===== src/design/ppfd_pkg.sv =====
// Shared types and constants for the positional PID controller with filtered derivative.
`timescale 1ns / 1ps

package ppfd_pkg;

	// Fixed field widths.
	localparam int GAIN_W   = 16;
	localparam int WEIGHT_W = 17;
	localparam int BOUND_W  = 31;
	localparam int DRIVE_W  = 16;
	localparam int REG_W    = 32;
	localparam int ADDR_W   = 5;
	localparam int IDX_W    = 3;

	// Serial multiplier: one multiplier bit per cycle, the top bit has negative weight.
	localparam int MULT_W = 18;
	localparam int CNT_W  = 5;
	localparam logic [CNT_W-1:0] LAST_BIT = CNT_W'(MULT_W - 1);

	// Fixed-point scaling.
	localparam logic [WEIGHT_W-1:0] WEIGHT_ONE = 17'h10000;
	localparam int FILT_SHIFT = 16;
	localparam int OUT_SHIFT  = 8;

	// Register indexes.
	localparam logic [IDX_W-1:0] REG_GAIN_PROP    = 3'd0;
	localparam logic [IDX_W-1:0] REG_GAIN_INTEG   = 3'd1;
	localparam logic [IDX_W-1:0] REG_GAIN_DERIV   = 3'd2;
	localparam logic [IDX_W-1:0] REG_DERIV_WEIGHT = 3'd3;
	localparam logic [IDX_W-1:0] REG_INTEG_BOUND  = 3'd4;
	localparam logic [IDX_W-1:0] REG_DRIVE_MIN    = 3'd5;
	localparam logic [IDX_W-1:0] REG_DRIVE_MAX    = 3'd6;

	// Register reset values.
	localparam logic [GAIN_W-1:0]   GAIN_RST      = 16'h0000;
	localparam logic [BOUND_W-1:0]  BOUND_RST     = 31'h7FFF_FFFF;
	localparam logic [DRIVE_W-1:0]  DRIVE_MIN_RST = 16'h8000;
	localparam logic [DRIVE_W-1:0]  DRIVE_MAX_RST = 16'h7FFF;

	// Configuration as seen by the datapath.
	typedef struct packed {
		logic signed [GAIN_W-1:0]  gain_prop;
		logic signed [GAIN_W-1:0]  gain_integ;
		logic signed [GAIN_W-1:0]  gain_deriv;
		logic        [WEIGHT_W-1:0] deriv_weight;
		logic        [BOUND_W-1:0]  integ_bound;
		logic signed [DRIVE_W-1:0] drive_min;
		logic signed [DRIVE_W-1:0] drive_max;
	} cfg_t;

	// Commands from the sequencer to the serial multiply-accumulate unit.
	typedef struct packed {
		logic load;
		logic clear;
	} mac_ctl_t;

endpackage


===== src/design/positional_pid_filtered_deriv.sv =====
// Positional PID controller with low-pass filtered derivative.
// No new item is accepted while one is being computed; sample_stall stays high until then.
// The computation runs five products through one 18-bit bit-serial multiplier, with the
// filter and integral updates after the second product and the output register at the end.
// A finished item waits in the output register while the next one is accepted.
// arst_n clears the controller state to zero and the registers to their defaults at once.
`timescale 1ns / 1ps

module positional_pid_filtered_deriv #(
	parameter int DATA_WIDTH = 16,
	parameter int ACC_WIDTH  = 32
) (
	input  logic                                   clk,
	input  logic                                   arst_n,
	input  logic                                   psel,
	input  logic                                   penable,
	input  logic                                   pwrite,
	input  logic [ppfd_pkg::ADDR_W-1:0]            paddr,
	input  logic [ppfd_pkg::REG_W-1:0]             pwdata,
	output logic [ppfd_pkg::REG_W-1:0]             prdata,
	output logic                                   pready,
	input  logic                                   sample_valid,
	output logic                                   sample_stall,
	input  logic signed [DATA_WIDTH-1:0]           error_sample,
	output logic                                   drive_valid,
	input  logic                                   drive_stall,
	output logic signed [ppfd_pkg::DRIVE_W-1:0]    drive_value,
	output logic                                   drive_clamped
);

	ppfd_pkg::cfg_t cfg;

	ppfd_regs u_regs (
		.clk     (clk),
		.arst_n  (arst_n),
		.psel    (psel),
		.penable (penable),
		.pwrite  (pwrite),
		.paddr   (paddr),
		.pwdata  (pwdata),
		.prdata  (prdata),
		.pready  (pready),
		.cfg     (cfg)
	);

	ppfd_core #(
		.DATA_WIDTH (DATA_WIDTH),
		.ACC_WIDTH  (ACC_WIDTH)
	) u_core (
		.clk           (clk),
		.arst_n        (arst_n),
		.cfg           (cfg),
		.sample_valid  (sample_valid),
		.sample_stall  (sample_stall),
		.error_sample  (error_sample),
		.drive_valid   (drive_valid),
		.drive_stall   (drive_stall),
		.drive_value   (drive_value),
		.drive_clamped (drive_clamped)
	);

`ifndef NO_ASSERTIONS
	// An accepted item keeps the input side busy in the next cycle.
	assert property (@(posedge clk) disable iff (!arst_n)
		(sample_valid && !sample_stall) |=> sample_stall)
		else $error("input taken again directly after an accepted item");

	// A new result only appears at the end of a computation.
	assert property (@(posedge clk) disable iff (!arst_n)
		$rose(drive_valid) |-> $past(sample_stall))
		else $error("result appeared without a computation");

	// A clamped result sits exactly on one of the limits.
	assert property (@(posedge clk) disable iff (!arst_n)
		(drive_valid && drive_clamped) |->
		(drive_value == cfg.drive_min || drive_value == cfg.drive_max))
		else $error("clamped drive is not on a limit");

	// An unclamped result lies within the limits.
	assert property (@(posedge clk) disable iff (!arst_n)
		(drive_valid && !drive_clamped) |->
		(drive_value >= cfg.drive_min && drive_value <= cfg.drive_max))
		else $error("unclamped drive is outside the limits");
`endif

endmodule


===== src/design/ppfd_regs.sv =====
// Configuration register file behind the APB-style port.
`timescale 1ns / 1ps

module ppfd_regs (
	input  logic                               clk,
	input  logic                               arst_n,
	input  logic                               psel,
	input  logic                               penable,
	input  logic                               pwrite,
	input  logic [ppfd_pkg::ADDR_W-1:0]        paddr,
	input  logic [ppfd_pkg::REG_W-1:0]         pwdata,
	output logic [ppfd_pkg::REG_W-1:0]         prdata,
	output logic                               pready,
	output ppfd_pkg::cfg_t                     cfg
);

	ppfd_pkg::cfg_t cfg_q;
	logic [ppfd_pkg::IDX_W-1:0] idx;
	logic wr_en;

	assign idx    = paddr[ppfd_pkg::ADDR_W-1:2];
	assign wr_en  = psel && penable && pwrite;
	assign pready = 1'b1;
	assign cfg    = cfg_q;

	// Register writes in the access cycle; unknown indexes are ignored.
	always_ff @(posedge clk or negedge arst_n) begin
		if (!arst_n) begin
			cfg_q.gain_prop    <= ppfd_pkg::GAIN_RST;
			cfg_q.gain_integ   <= ppfd_pkg::GAIN_RST;
			cfg_q.gain_deriv   <= ppfd_pkg::GAIN_RST;
			cfg_q.deriv_weight <= ppfd_pkg::WEIGHT_ONE;
			cfg_q.integ_bound  <= ppfd_pkg::BOUND_RST;
			cfg_q.drive_min    <= ppfd_pkg::DRIVE_MIN_RST;
			cfg_q.drive_max    <= ppfd_pkg::DRIVE_MAX_RST;
		end else if (wr_en) begin
			unique case (idx)
				ppfd_pkg::REG_GAIN_PROP: begin
					cfg_q.gain_prop <= pwdata[ppfd_pkg::GAIN_W-1:0];
				end
				ppfd_pkg::REG_GAIN_INTEG: begin
					cfg_q.gain_integ <= pwdata[ppfd_pkg::GAIN_W-1:0];
				end
				ppfd_pkg::REG_GAIN_DERIV: begin
					cfg_q.gain_deriv <= pwdata[ppfd_pkg::GAIN_W-1:0];
				end
				ppfd_pkg::REG_DERIV_WEIGHT: begin
					cfg_q.deriv_weight <= pwdata[ppfd_pkg::WEIGHT_W-1:0];
				end
				ppfd_pkg::REG_INTEG_BOUND: begin
					cfg_q.integ_bound <= pwdata[ppfd_pkg::BOUND_W-1:0];
				end
				ppfd_pkg::REG_DRIVE_MIN: begin
					cfg_q.drive_min <= pwdata[ppfd_pkg::DRIVE_W-1:0];
				end
				ppfd_pkg::REG_DRIVE_MAX: begin
					cfg_q.drive_max <= pwdata[ppfd_pkg::DRIVE_W-1:0];
				end
				default: begin
				end
			endcase
		end
	end

	// Read data, zero-extended to the bus width.
	always_comb begin
		unique case (idx)
			ppfd_pkg::REG_GAIN_PROP:    prdata = {16'h0000, cfg_q.gain_prop};
			ppfd_pkg::REG_GAIN_INTEG:   prdata = {16'h0000, cfg_q.gain_integ};
			ppfd_pkg::REG_GAIN_DERIV:   prdata = {16'h0000, cfg_q.gain_deriv};
			ppfd_pkg::REG_DERIV_WEIGHT: prdata = {15'h0000, cfg_q.deriv_weight};
			ppfd_pkg::REG_INTEG_BOUND:  prdata = {1'b0, cfg_q.integ_bound};
			ppfd_pkg::REG_DRIVE_MIN:    prdata = {16'h0000, cfg_q.drive_min};
			ppfd_pkg::REG_DRIVE_MAX:    prdata = {16'h0000, cfg_q.drive_max};
			default:                    prdata = '0;
		endcase
	end

endmodule


===== src/design/ppfd_mac.sv =====
// Bit-serial multiply-accumulate unit: one multiplier bit is consumed per cycle.
`timescale 1ns / 1ps

module ppfd_mac #(
	parameter int W = 52
) (
	input  logic                              clk,
	input  logic                              arst_n,
	input  ppfd_pkg::mac_ctl_t                ctl,
	input  logic [W-1:0]                      x_in,
	input  logic [ppfd_pkg::MULT_W-1:0]       m_in,
	output logic [W-1:0]                      acc,
	output logic                              busy
);

	logic [W-1:0]                  x_q;
	logic [ppfd_pkg::MULT_W-1:0]   m_q;
	logic [ppfd_pkg::CNT_W-1:0]    cnt_q;
	logic                          run_q;
	logic [W-1:0]                  acc_q;
	logic                          last_bit;
	logic [W-1:0]                  addend;
	logic [W-1:0]                  acc_next;

	// The top multiplier bit carries negative weight, so it subtracts.
	assign last_bit = (cnt_q == ppfd_pkg::LAST_BIT);
	assign addend   = last_bit ? ~x_q : x_q;
	assign acc_next = acc_q + addend + {{(W-1){1'b0}}, last_bit};
	assign acc      = acc_q;
	assign busy     = run_q;

	// Bit counter and run flag.
	always_ff @(posedge clk or negedge arst_n) begin
		if (!arst_n) begin
			run_q <= 1'b0;
			cnt_q <= '0;
		end else if (ctl.load) begin
			run_q <= 1'b1;
			cnt_q <= '0;
		end else if (run_q) begin
			cnt_q <= cnt_q + 1'b1;
			if (last_bit) begin
				run_q <= 1'b0;
			end
		end
	end

	// Operand shift registers and the accumulator.
	always_ff @(posedge clk) begin
		if (ctl.load) begin
			x_q <= x_in;
			m_q <= m_in;
		end else if (run_q) begin
			x_q <= {x_q[W-2:0], 1'b0};
			m_q <= {1'b0, m_q[ppfd_pkg::MULT_W-1:1]};
		end
		if (ctl.clear) begin
			acc_q <= '0;
		end else if (run_q && m_q[0]) begin
			acc_q <= acc_next;
		end
	end

endmodule


===== src/design/ppfd_core.sv =====
// Sequencer and state update for the PID datapath around the serial multiplier.
`timescale 1ns / 1ps

module ppfd_core #(
	parameter int DATA_WIDTH = 16,
	parameter int ACC_WIDTH  = 32
) (
	input  logic                                   clk,
	input  logic                                   arst_n,
	input  ppfd_pkg::cfg_t                         cfg,
	input  logic                                   sample_valid,
	output logic                                   sample_stall,
	input  logic signed [DATA_WIDTH-1:0]           error_sample,
	output logic                                   drive_valid,
	input  logic                                   drive_stall,
	output logic signed [ppfd_pkg::DRIVE_W-1:0]    drive_value,
	output logic                                   drive_clamped
);

	localparam int D    = DATA_WIDTH;
	localparam int A    = ACC_WIDTH;
	localparam int MW   = (D + 1 > A) ? D + 1 : A;
	localparam int ACCW = MW + 18;
	localparam int FW   = ACCW - ppfd_pkg::FILT_SHIFT;
	localparam int OW   = ACCW - ppfd_pkg::OUT_SHIFT;
	localparam int DA   = (A > D) ? A : D;
	localparam int SW   = ((DA > ppfd_pkg::BOUND_W) ? DA : ppfd_pkg::BOUND_W) + 2;
	localparam int DW   = ppfd_pkg::DRIVE_W;

	// Sequencer states.
	localparam logic [2:0] ST_IDLE  = 3'd0;
	localparam logic [2:0] ST_LOAD  = 3'd1;
	localparam logic [2:0] ST_WAIT  = 3'd2;
	localparam logic [2:0] ST_FILT  = 3'd3;
	localparam logic [2:0] ST_INTEG = 3'd4;
	localparam logic [2:0] ST_OUT   = 3'd5;

	// Products in their order of evaluation.
	localparam logic [2:0] P_DW = 3'd0;
	localparam logic [2:0] P_FW = 3'd1;
	localparam logic [2:0] P_KP = 3'd2;
	localparam logic [2:0] P_KI = 3'd3;
	localparam logic [2:0] P_KD = 3'd4;

	logic [2:0] state_q;
	logic [2:0] prod_q;

	logic signed [D-1:0]   e_q;
	logic signed [D-1:0]   prev_q;
	logic signed [D:0]     d_q;
	logic signed [A-1:0]   filt_q;
	logic signed [A-1:0]   sum_q;
	logic [ppfd_pkg::WEIGHT_W-1:0] w_q;

	logic                  drive_valid_q;
	logic signed [DW-1:0]  drive_q;
	logic                  clamped_q;

	logic                           accept;
	logic                           out_load;
	ppfd_pkg::mac_ctl_t             mac_ctl;
	logic [ACCW-1:0]                mac_x;
	logic [ppfd_pkg::MULT_W-1:0]    mac_m;
	logic [ACCW-1:0]                mac_acc;
	logic                           mac_busy;

	logic signed [FW-1:0]  fv;
	logic signed [A-1:0]   filt_new;
	logic signed [SW-1:0]  isum;
	logic signed [SW-1:0]  ibnd;
	logic signed [SW-1:0]  inbnd;
	logic signed [SW-1:0]  iclp;
	logic signed [A-1:0]   sum_new;
	logic signed [OW-1:0]  ov;
	logic signed [OW-1:0]  dmin;
	logic signed [OW-1:0]  dmax;
	logic signed [DW-1:0]  drive_new;
	logic                  clamped_new;

	assign sample_stall  = (state_q != ST_IDLE);
	assign accept        = sample_valid && !sample_stall;
	assign out_load      = (state_q == ST_OUT) && (!drive_valid_q || !drive_stall);
	assign drive_valid   = drive_valid_q;
	assign drive_value   = drive_q;
	assign drive_clamped = clamped_q;

	// Multiplier commands; the accumulator restarts for the filter and for the PID sum.
	always_comb begin
		mac_ctl.load  = (state_q == ST_LOAD);
		mac_ctl.clear = (state_q == ST_LOAD) && ((prod_q == P_DW) || (prod_q == P_KP));
	end

	// Operand selection for the current product.
	always_comb begin
		unique case (prod_q)
			P_DW: begin
				mac_x = {{(ACCW-D-1){d_q[D]}}, d_q};
				mac_m = {1'b0, w_q};
			end
			P_FW: begin
				mac_x = {{(ACCW-A){filt_q[A-1]}}, filt_q};
				mac_m = {1'b0, ppfd_pkg::WEIGHT_ONE - w_q};
			end
			P_KP: begin
				mac_x = {{(ACCW-D){e_q[D-1]}}, e_q};
				mac_m = {{2{cfg.gain_prop[15]}}, cfg.gain_prop};
			end
			P_KI: begin
				mac_x = {{(ACCW-A){sum_q[A-1]}}, sum_q};
				mac_m = {{2{cfg.gain_integ[15]}}, cfg.gain_integ};
			end
			P_KD: begin
				mac_x = {{(ACCW-A){filt_q[A-1]}}, filt_q};
				mac_m = {{2{cfg.gain_deriv[15]}}, cfg.gain_deriv};
			end
			default: begin
				mac_x = '0;
				mac_m = '0;
			end
		endcase
	end

	ppfd_mac #(
		.W (ACCW)
	) u_mac (
		.clk    (clk),
		.arst_n (arst_n),
		.ctl    (mac_ctl),
		.x_in   (mac_x),
		.m_in   (mac_m),
		.acc    (mac_acc),
		.busy   (mac_busy)
	);

	// Filtered derivative: shift down by the weight scale and saturate to the state width.
	always_comb begin
		fv = mac_acc[ACCW-1:ppfd_pkg::FILT_SHIFT];
		if (fv[FW-1:A-1] == {(FW-A+1){fv[FW-1]}}) begin
			filt_new = fv[A-1:0];
		end else begin
			filt_new = {fv[FW-1], {(A-1){~fv[FW-1]}}};
		end
	end

	// Integral: add the error, clamp to the symmetric bound, then to the state width.
	always_comb begin
		isum  = {{(SW-A){sum_q[A-1]}}, sum_q} + {{(SW-D){e_q[D-1]}}, e_q};
		ibnd  = {{(SW-ppfd_pkg::BOUND_W){1'b0}}, cfg.integ_bound};
		inbnd = -ibnd;
		if (isum < inbnd) begin
			iclp = inbnd;
		end else if (isum > ibnd) begin
			iclp = ibnd;
		end else begin
			iclp = isum;
		end
		if (iclp[SW-1:A-1] == {(SW-A+1){iclp[SW-1]}}) begin
			sum_new = iclp[A-1:0];
		end else begin
			sum_new = {iclp[SW-1], {(A-1){~iclp[SW-1]}}};
		end
	end

	// Output scaling and limits; the lower limit is tested first.
	always_comb begin
		ov   = mac_acc[ACCW-1:ppfd_pkg::OUT_SHIFT];
		dmin = {{(OW-DW){cfg.drive_min[DW-1]}}, cfg.drive_min};
		dmax = {{(OW-DW){cfg.drive_max[DW-1]}}, cfg.drive_max};
		if (ov < dmin) begin
			drive_new   = cfg.drive_min;
			clamped_new = 1'b1;
		end else if (ov > dmax) begin
			drive_new   = cfg.drive_max;
			clamped_new = 1'b1;
		end else begin
			drive_new   = ov[DW-1:0];
			clamped_new = 1'b0;
		end
	end

	// Sequencer and controller state.
	always_ff @(posedge clk or negedge arst_n) begin
		if (!arst_n) begin
			state_q <= ST_IDLE;
			prod_q  <= P_DW;
			prev_q  <= '0;
			filt_q  <= '0;
			sum_q   <= '0;
		end else begin
			unique case (state_q)
				ST_IDLE: begin
					if (accept) begin
						prev_q  <= error_sample;
						prod_q  <= P_DW;
						state_q <= ST_LOAD;
					end
				end
				ST_LOAD: begin
					state_q <= ST_WAIT;
				end
				ST_WAIT: begin
					if (!mac_busy) begin
						if (prod_q == P_FW) begin
							state_q <= ST_FILT;
						end else if (prod_q == P_KD) begin
							state_q <= ST_OUT;
						end else begin
							prod_q  <= prod_q + 3'd1;
							state_q <= ST_LOAD;
						end
					end
				end
				ST_FILT: begin
					filt_q  <= filt_new;
					state_q <= ST_INTEG;
				end
				ST_INTEG: begin
					sum_q   <= sum_new;
					prod_q  <= P_KP;
					state_q <= ST_LOAD;
				end
				ST_OUT: begin
					if (out_load) begin
						state_q <= ST_IDLE;
					end
				end
				default: begin
					state_q <= ST_IDLE;
				end
			endcase
		end
	end

	// Sample operands captured at acceptance.
	always_ff @(posedge clk) begin
		if (accept) begin
			e_q <= error_sample;
			d_q <= {error_sample[D-1], error_sample} - {prev_q[D-1], prev_q};
			w_q <= (cfg.deriv_weight > ppfd_pkg::WEIGHT_ONE) ? ppfd_pkg::WEIGHT_ONE
			                                                 : cfg.deriv_weight;
		end
	end

	// Output register: a finished item waits here until it is taken.
	always_ff @(posedge clk or negedge arst_n) begin
		if (!arst_n) begin
			drive_valid_q <= 1'b0;
		end else if (out_load) begin
			drive_valid_q <= 1'b1;
		end else if (!drive_stall) begin
			drive_valid_q <= 1'b0;
		end
	end

	always_ff @(posedge clk) begin
		if (out_load) begin
			drive_q   <= drive_new;
			clamped_q <= clamped_new;
		end
	end

endmodule


===== config.mk =====
export PLATFORM = sky130hd
export DESIGN_NAME = positional_pid_filtered_deriv
export DESIGN_NICKNAME = d
export VERILOG_FILES = /design/src/design/ppfd_pkg.sv /design/src/design/positional_pid_filtered_deriv.sv /design/src/design/ppfd_regs.sv /design/src/design/ppfd_mac.sv /design/src/design/ppfd_core.sv
export SDC_FILE = /design/constraint.sdc
export NUM_CORES = 1
export LEC_CHECK = 0
export BUFFER_PORTS_ARGS = -buffer_cell sky130_fd_sc_hd__clkbuf_2
export CORE_ASPECT_RATIO = 0.7
export CORE_UTILIZATION = 25
export CTS_BUF_LIST = sky130_fd_sc_hd__clkbuf_8
export DETAILED_ROUTE_END_ITERATION = 12
export GPL_ROUTABILITY_DRIVEN = 0
export PLACE_DENSITY = 0.41
export SYNTH_ARGS = -nofsm -noshare
export SYNTH_HDL_FRONTEND = slang
export SYNTH_SLANG_ARGS = --single-unit
export TNS_END_PERCENT = 10

===== constraint.sdc =====
create_clock -name clk -period 8.16 [get_ports clk]
set_input_delay 1.632 -clock clk [delete_from_list [all_inputs] [get_ports clk]]
set_output_delay 1.632 -clock clk [all_outputs]
set_load 0.005 [all_outputs]

==> results.md <==
| Result | Value |
|:---|:---|
| Fraction of final layout cells with drive strength greater than 1 | 0.148 |
| R2R cell count | 26 |
| Ratio of routed vias to standard cells | 5.03 |
| Prevailing post-synth register cell | sky130_fd_sc_hd__dfrtp_1 |
| TritonCTS clock tree | built |
| Dominant delay contributor by cell family on the critical path | compound AO/OA/AOI/OAI gates |
| Critical Setup Path Class | reg -> reg |
| Routed wire length | 103 mm |
| Starting DRC count in detailed routing | 2048 |
| Via count of the first global-routing pass | 21.9k |
| Rows | 101 |
| Flop and latch count out of synthesis | 406 |
| Post-route setup slack | 775 ps |
| Die height | 281 um |
| All-Layer GR Usage | 0.181 |
| Combinational Power Share | 0.598 |
| Core Box Area | 109000 sq um |
| Number of search-and-repair iterations in the first detailed-routing pass | 6 |
| Root buf cell | sky130_fd_sc_hd__clkbuf_8 |
| Deepest clock path buffer count | 3 |
| Count of distinct cell types in the synthesized netlist | 96 |
| Total routed wire length on the met1 layer | 55.7 mm |
| Hold violation total from the final report | 0 |
| Worst Setup End Kind | flop |
| Number of clock sinks seen by CTS | 406 |
| Wire length of the first global-routing pass | 153 mm |
| Run status | completed |
| Clk_skew | 58.0 ps |
| Die Footprint | 112000 sq um |
| Headroom to the max-slew limit | 0.256 |
| Detailed route wirelength on metal3 | 6.78 mm |
| YS warnings | 0 |
| Routed length on met2 | 37.9 mm |
| Number of hold buffers added after cts | 0 |
| Number of routed nets with antenna violations | 0 |
| Critical path's largest stage delay | 690 ps |
| Detailed Place HPWL | 76.6 mm |
| Critical path depth | 26 |
| Share of the cycle needed by the critical path after routing | 0.905 |
| Sequential cell area fraction in the yosys report | 0.383 |
| Largest driver fanout on the critical path | 16 |
| Number of cells produced by synthesis | 2978 |
| Cell Area, Synth | 27800 sq um |
| Clock Latency Late Sink | 780 ps |
| Final setup TNS | 0 ps |
| Fraction of power consumed by the clock network | 0.139 |
| Static Leakage | 13.7 nW |
| Final #Nets | 3365 |
| Placement Cell Area | 29900 sq um |
| Chip Width | 400 um |
| Antenna violations before repair | 3 |
| Power per Cell Area | 479 nW/um^2 |
| Library cell contributing the largest single delay on the critical path | sky130_fd_sc_hd__a311oi_1 |
| Post-synth EDFFs | 135 |
| Highest clock rate | 0.135 GHz |
| Initial core utilization | 0.254 |
| Number of nets in the synthesized netlist | 3295 |
| Final setup violation count | 0 |
| Element type at the critical path start | flop |
| Most frequent CP cell | sky130_fd_sc_hd__ha_1 |
| Via count | 22.9k |
| Number of setup buffers added after CTS | 0 |
| Int Power | 7.61 mW |
| Max-cap violations | 0 |
| Boundary Pins | 112 |
| Reg clk slew, reported paths | 70 ps |
| Required time at the worst-slack endpoint | 8820 ps |
| IO buf count | 106 |
| Share of power burned in registers | 0.263 |
| Num CTS Buffers | 76 |
| Net switching power of the design | 7.45 mW |
| Type of the tightest min-delay check | reg -> reg |
| Switching share of power | 0.495 |
| Uppermost layer routed | met4 |
| Setup repair after global routing missed its margin | no |
| Post-detailed-route wirelength per cell | 22.6 um |
| Hold depth | 2 |
| Post-synthesis average cell area | 9.32 sq um |
| Post-CTS Resized | 0 |
| Area grow syn2layout | 13.3% |
| Residual DRC count | 0 |
| Final instance area | 31500 sq um |
| Arrival time of data at the critical path endpoint | 8040 ps |
| Peak ir drop on the vdd network | 0.203 mV |
| Buf/Inv on CP | 1 |
| H-tree depth reported by CTS | 3 |
| Share of async-settable or async-resettable flops after synthesis | 0.544 |
| Pre-CTS worst setup slack | 885 ps |
| Maximum number of pins on one net before global-route repair | 105 |
| PnR Total Power | 15.1 mW |
| Fin crit period | 7380 ps |
| Remaining global-route overflow | 0 |
| Transition time of the tightest slew-check pin | 1110 ps |
| Max Slew Vio Count | 0 |
-- metal layers --
metal  GRT usage  vias up
met4      0.0500        0
li1            -    11100
met3      0.0429      124
met1       0.288    11100
met2       0.233      636
met5           0        -
-- area by class of cell --
type / instances / area (sq um)
Antenna cell: 3 / 7.51
Clock buffer: 88 / 1210
Clock inverter: 53 / 319
Fill cell: 11600 / 77900
Inverter: 125 / 469
Multi-Input combinational cell: 2290 / 16100
Sequential cell: 406 / 10600
Tap cell: 1442 / 1800
Timing Repair Buffer: 149 / 876
-- power by group through the flow --
stage / logic (mW) / registers, mW / clock network (mW)
final: 9.01 / 3.96 / 2.09
after global routing: 9.99 / 4.05 / 2.25
after CTS: 8.94 / 3.96 / 2.17
after detailed placement: 8.88 / 3.99 / 0
after global placement: 8.89 / 3.99 / 0
after floorplan: 6.36 / 3.52 / 0
-- placed cells by master (no fill, tap or decap), types with 104 or more instances in the layout --
cell type | Yosys | routed
sky130_fd_sc_hd__inv_1 | 123 | 157
sky130_fd_sc_hd__ha_1 | 254 | 253
sky130_fd_sc_hd__clkbuf_2 | 1 | 105
sky130_fd_sc_hd__xnor2_1 | 128 | 128
sky130_fd_sc_hd__nor2_1 | 177 | 172
sky130_fd_sc_hd__edfxtp_1 | 135 | 135
sky130_fd_sc_hd__nand2_1 | 330 | 328
sky130_fd_sc_hd__dfrtp_1 | 173 | 173
sky130_fd_sc_hd__a21o_1 | 104 | 104
sky130_fd_sc_hd__o21ai_0 | 236 | 235
sky130_fd_sc_hd__a21oi_1 | 226 | 224
-- cells in the mapped netlist (17+ instances only) --
library cell               instances  area (sq um)
sky130_fd_sc_hd__a21o_1          104           781
sky130_fd_sc_hd__ha_1            254          3180
sky130_fd_sc_hd__dfxtp_1          50          1000
sky130_fd_sc_hd__o21ai_0         236          1180
sky130_fd_sc_hd__nor3_1           50           250
sky130_fd_sc_hd__and3_1           18           113
sky130_fd_sc_hd__nor2_1          177           664
sky130_fd_sc_hd__a211oi_1         20           150
sky130_fd_sc_hd__a222oi_1         31           310
sky130_fd_sc_hd__o211ai_1         22           165
sky130_fd_sc_hd__a22o_1           20           175
sky130_fd_sc_hd__mux2_2           93          1050
sky130_fd_sc_hd__nor4_1           17           106
sky130_fd_sc_hd__a21boi_0         26           195
sky130_fd_sc_hd__dfstp_2          48          1260
sky130_fd_sc_hd__nand2_1         330          1240
sky130_fd_sc_hd__nand2b_1         29           181
sky130_fd_sc_hd__xor2_1           37           324
sky130_fd_sc_hd__buf_1            20          75.1
sky130_fd_sc_hd__mux2i_1          57           571
sky130_fd_sc_hd__o21bai_1         18           135
sky130_fd_sc_hd__a221oi_1         20           175
sky130_fd_sc_hd__a21oi_1         226          1130
sky130_fd_sc_hd__nand3_1          60           300
sky130_fd_sc_hd__clkbuf_1        122           458
sky130_fd_sc_hd__inv_1           123           462
sky130_fd_sc_hd__edfxtp_1        135          4050
sky130_fd_sc_hd__nor2b_1          56           350
sky130_fd_sc_hd__dfrtp_1         173          4330
sky130_fd_sc_hd__xnor2_1         128          1120
sky130_fd_sc_hd__nand4_1          43           269
sky130_fd_sc_hd__o21a_1           17           128
-- flip-flops by register name, indices dropped and copies added, names as in the netlist --
signal                cells
u_core.prev_q            16
u_core.d_q               17
u_regs.cfg              128
u_core.u_mac.acc         50
u_core.prod_q             3
u_core.filt_q            32
u_core.u_mac.busy         1
u_core.w_q               17
u_core.sum_q             32
u_core.u_mac.m_q         18
u_core.u_mac.x_q         50
u_core.drive_value       16
u_core.e_q               16
u_core.state_q            3
u_core.drive_valid        1
u_core.u_mac.cnt_q        5
u_core.drive_clamped      1
-- tightest hold or removal path, stage by stage (launching register included) --
cell and delay [ps]:
sky130_fd_sc_hd__dfxtp_1 310, sky130_fd_sc_hd__nand2_1 50, sky130_fd_sc_hd__a21oi_1 50
-- per-stage QoR --
| stage | hold WS, ps | instances | utilization |
|---|---|---|---|
| after detailed placement | 454 | 4412 | 0.274 |
| after floorplan | 436 | 2978 | - |
| final | 459 | 4556 | 0.288 |
| after global placement | 446 | 4412 | 0.274 |
| after CTS | 463 | 4553 | 0.288 |
| after global routing | 492 | 4556 | 0.288 |
-- worst paths after layout --
kind | from | endpoint | slack (ps)
setup / recovery | u_core.sum_q[1] | u_core.sum_q[29] | 780
hold / removal | u_core.u_mac.acc[5] | u_core.u_mac.acc[5] | 460
setup reg to reg | u_core.sum_q[1] | u_core.sum_q[29] | 780
hold reg to reg | u_core.u_mac.acc[5] | u_core.u_mac.acc[5] | 460
max in group asynchronous | arst_n | u_core.prev_q[13] | 6150
min in group asynchronous | arst_n | u_regs.cfg[109] | 820
-- kinds of logic (layout without fill, tap and decap cells) --
family | after synthesis | in the layout | synth area share
flops | 406 | 406 | 0.383
fa+ha+maj | 257 | 257 | 0.117
xor+xnor | 167 | 167 | 0.0532
mux | 155 | 155 | 0.0623
other cells | 2 | 5 | 0.000271
compound gates | 856 | 856 | 0.200
buf+inv | 282 | 415 | 0.0397
simple gates | 853 | 853 | 0.145
Power figures use the tool's default switching activity.
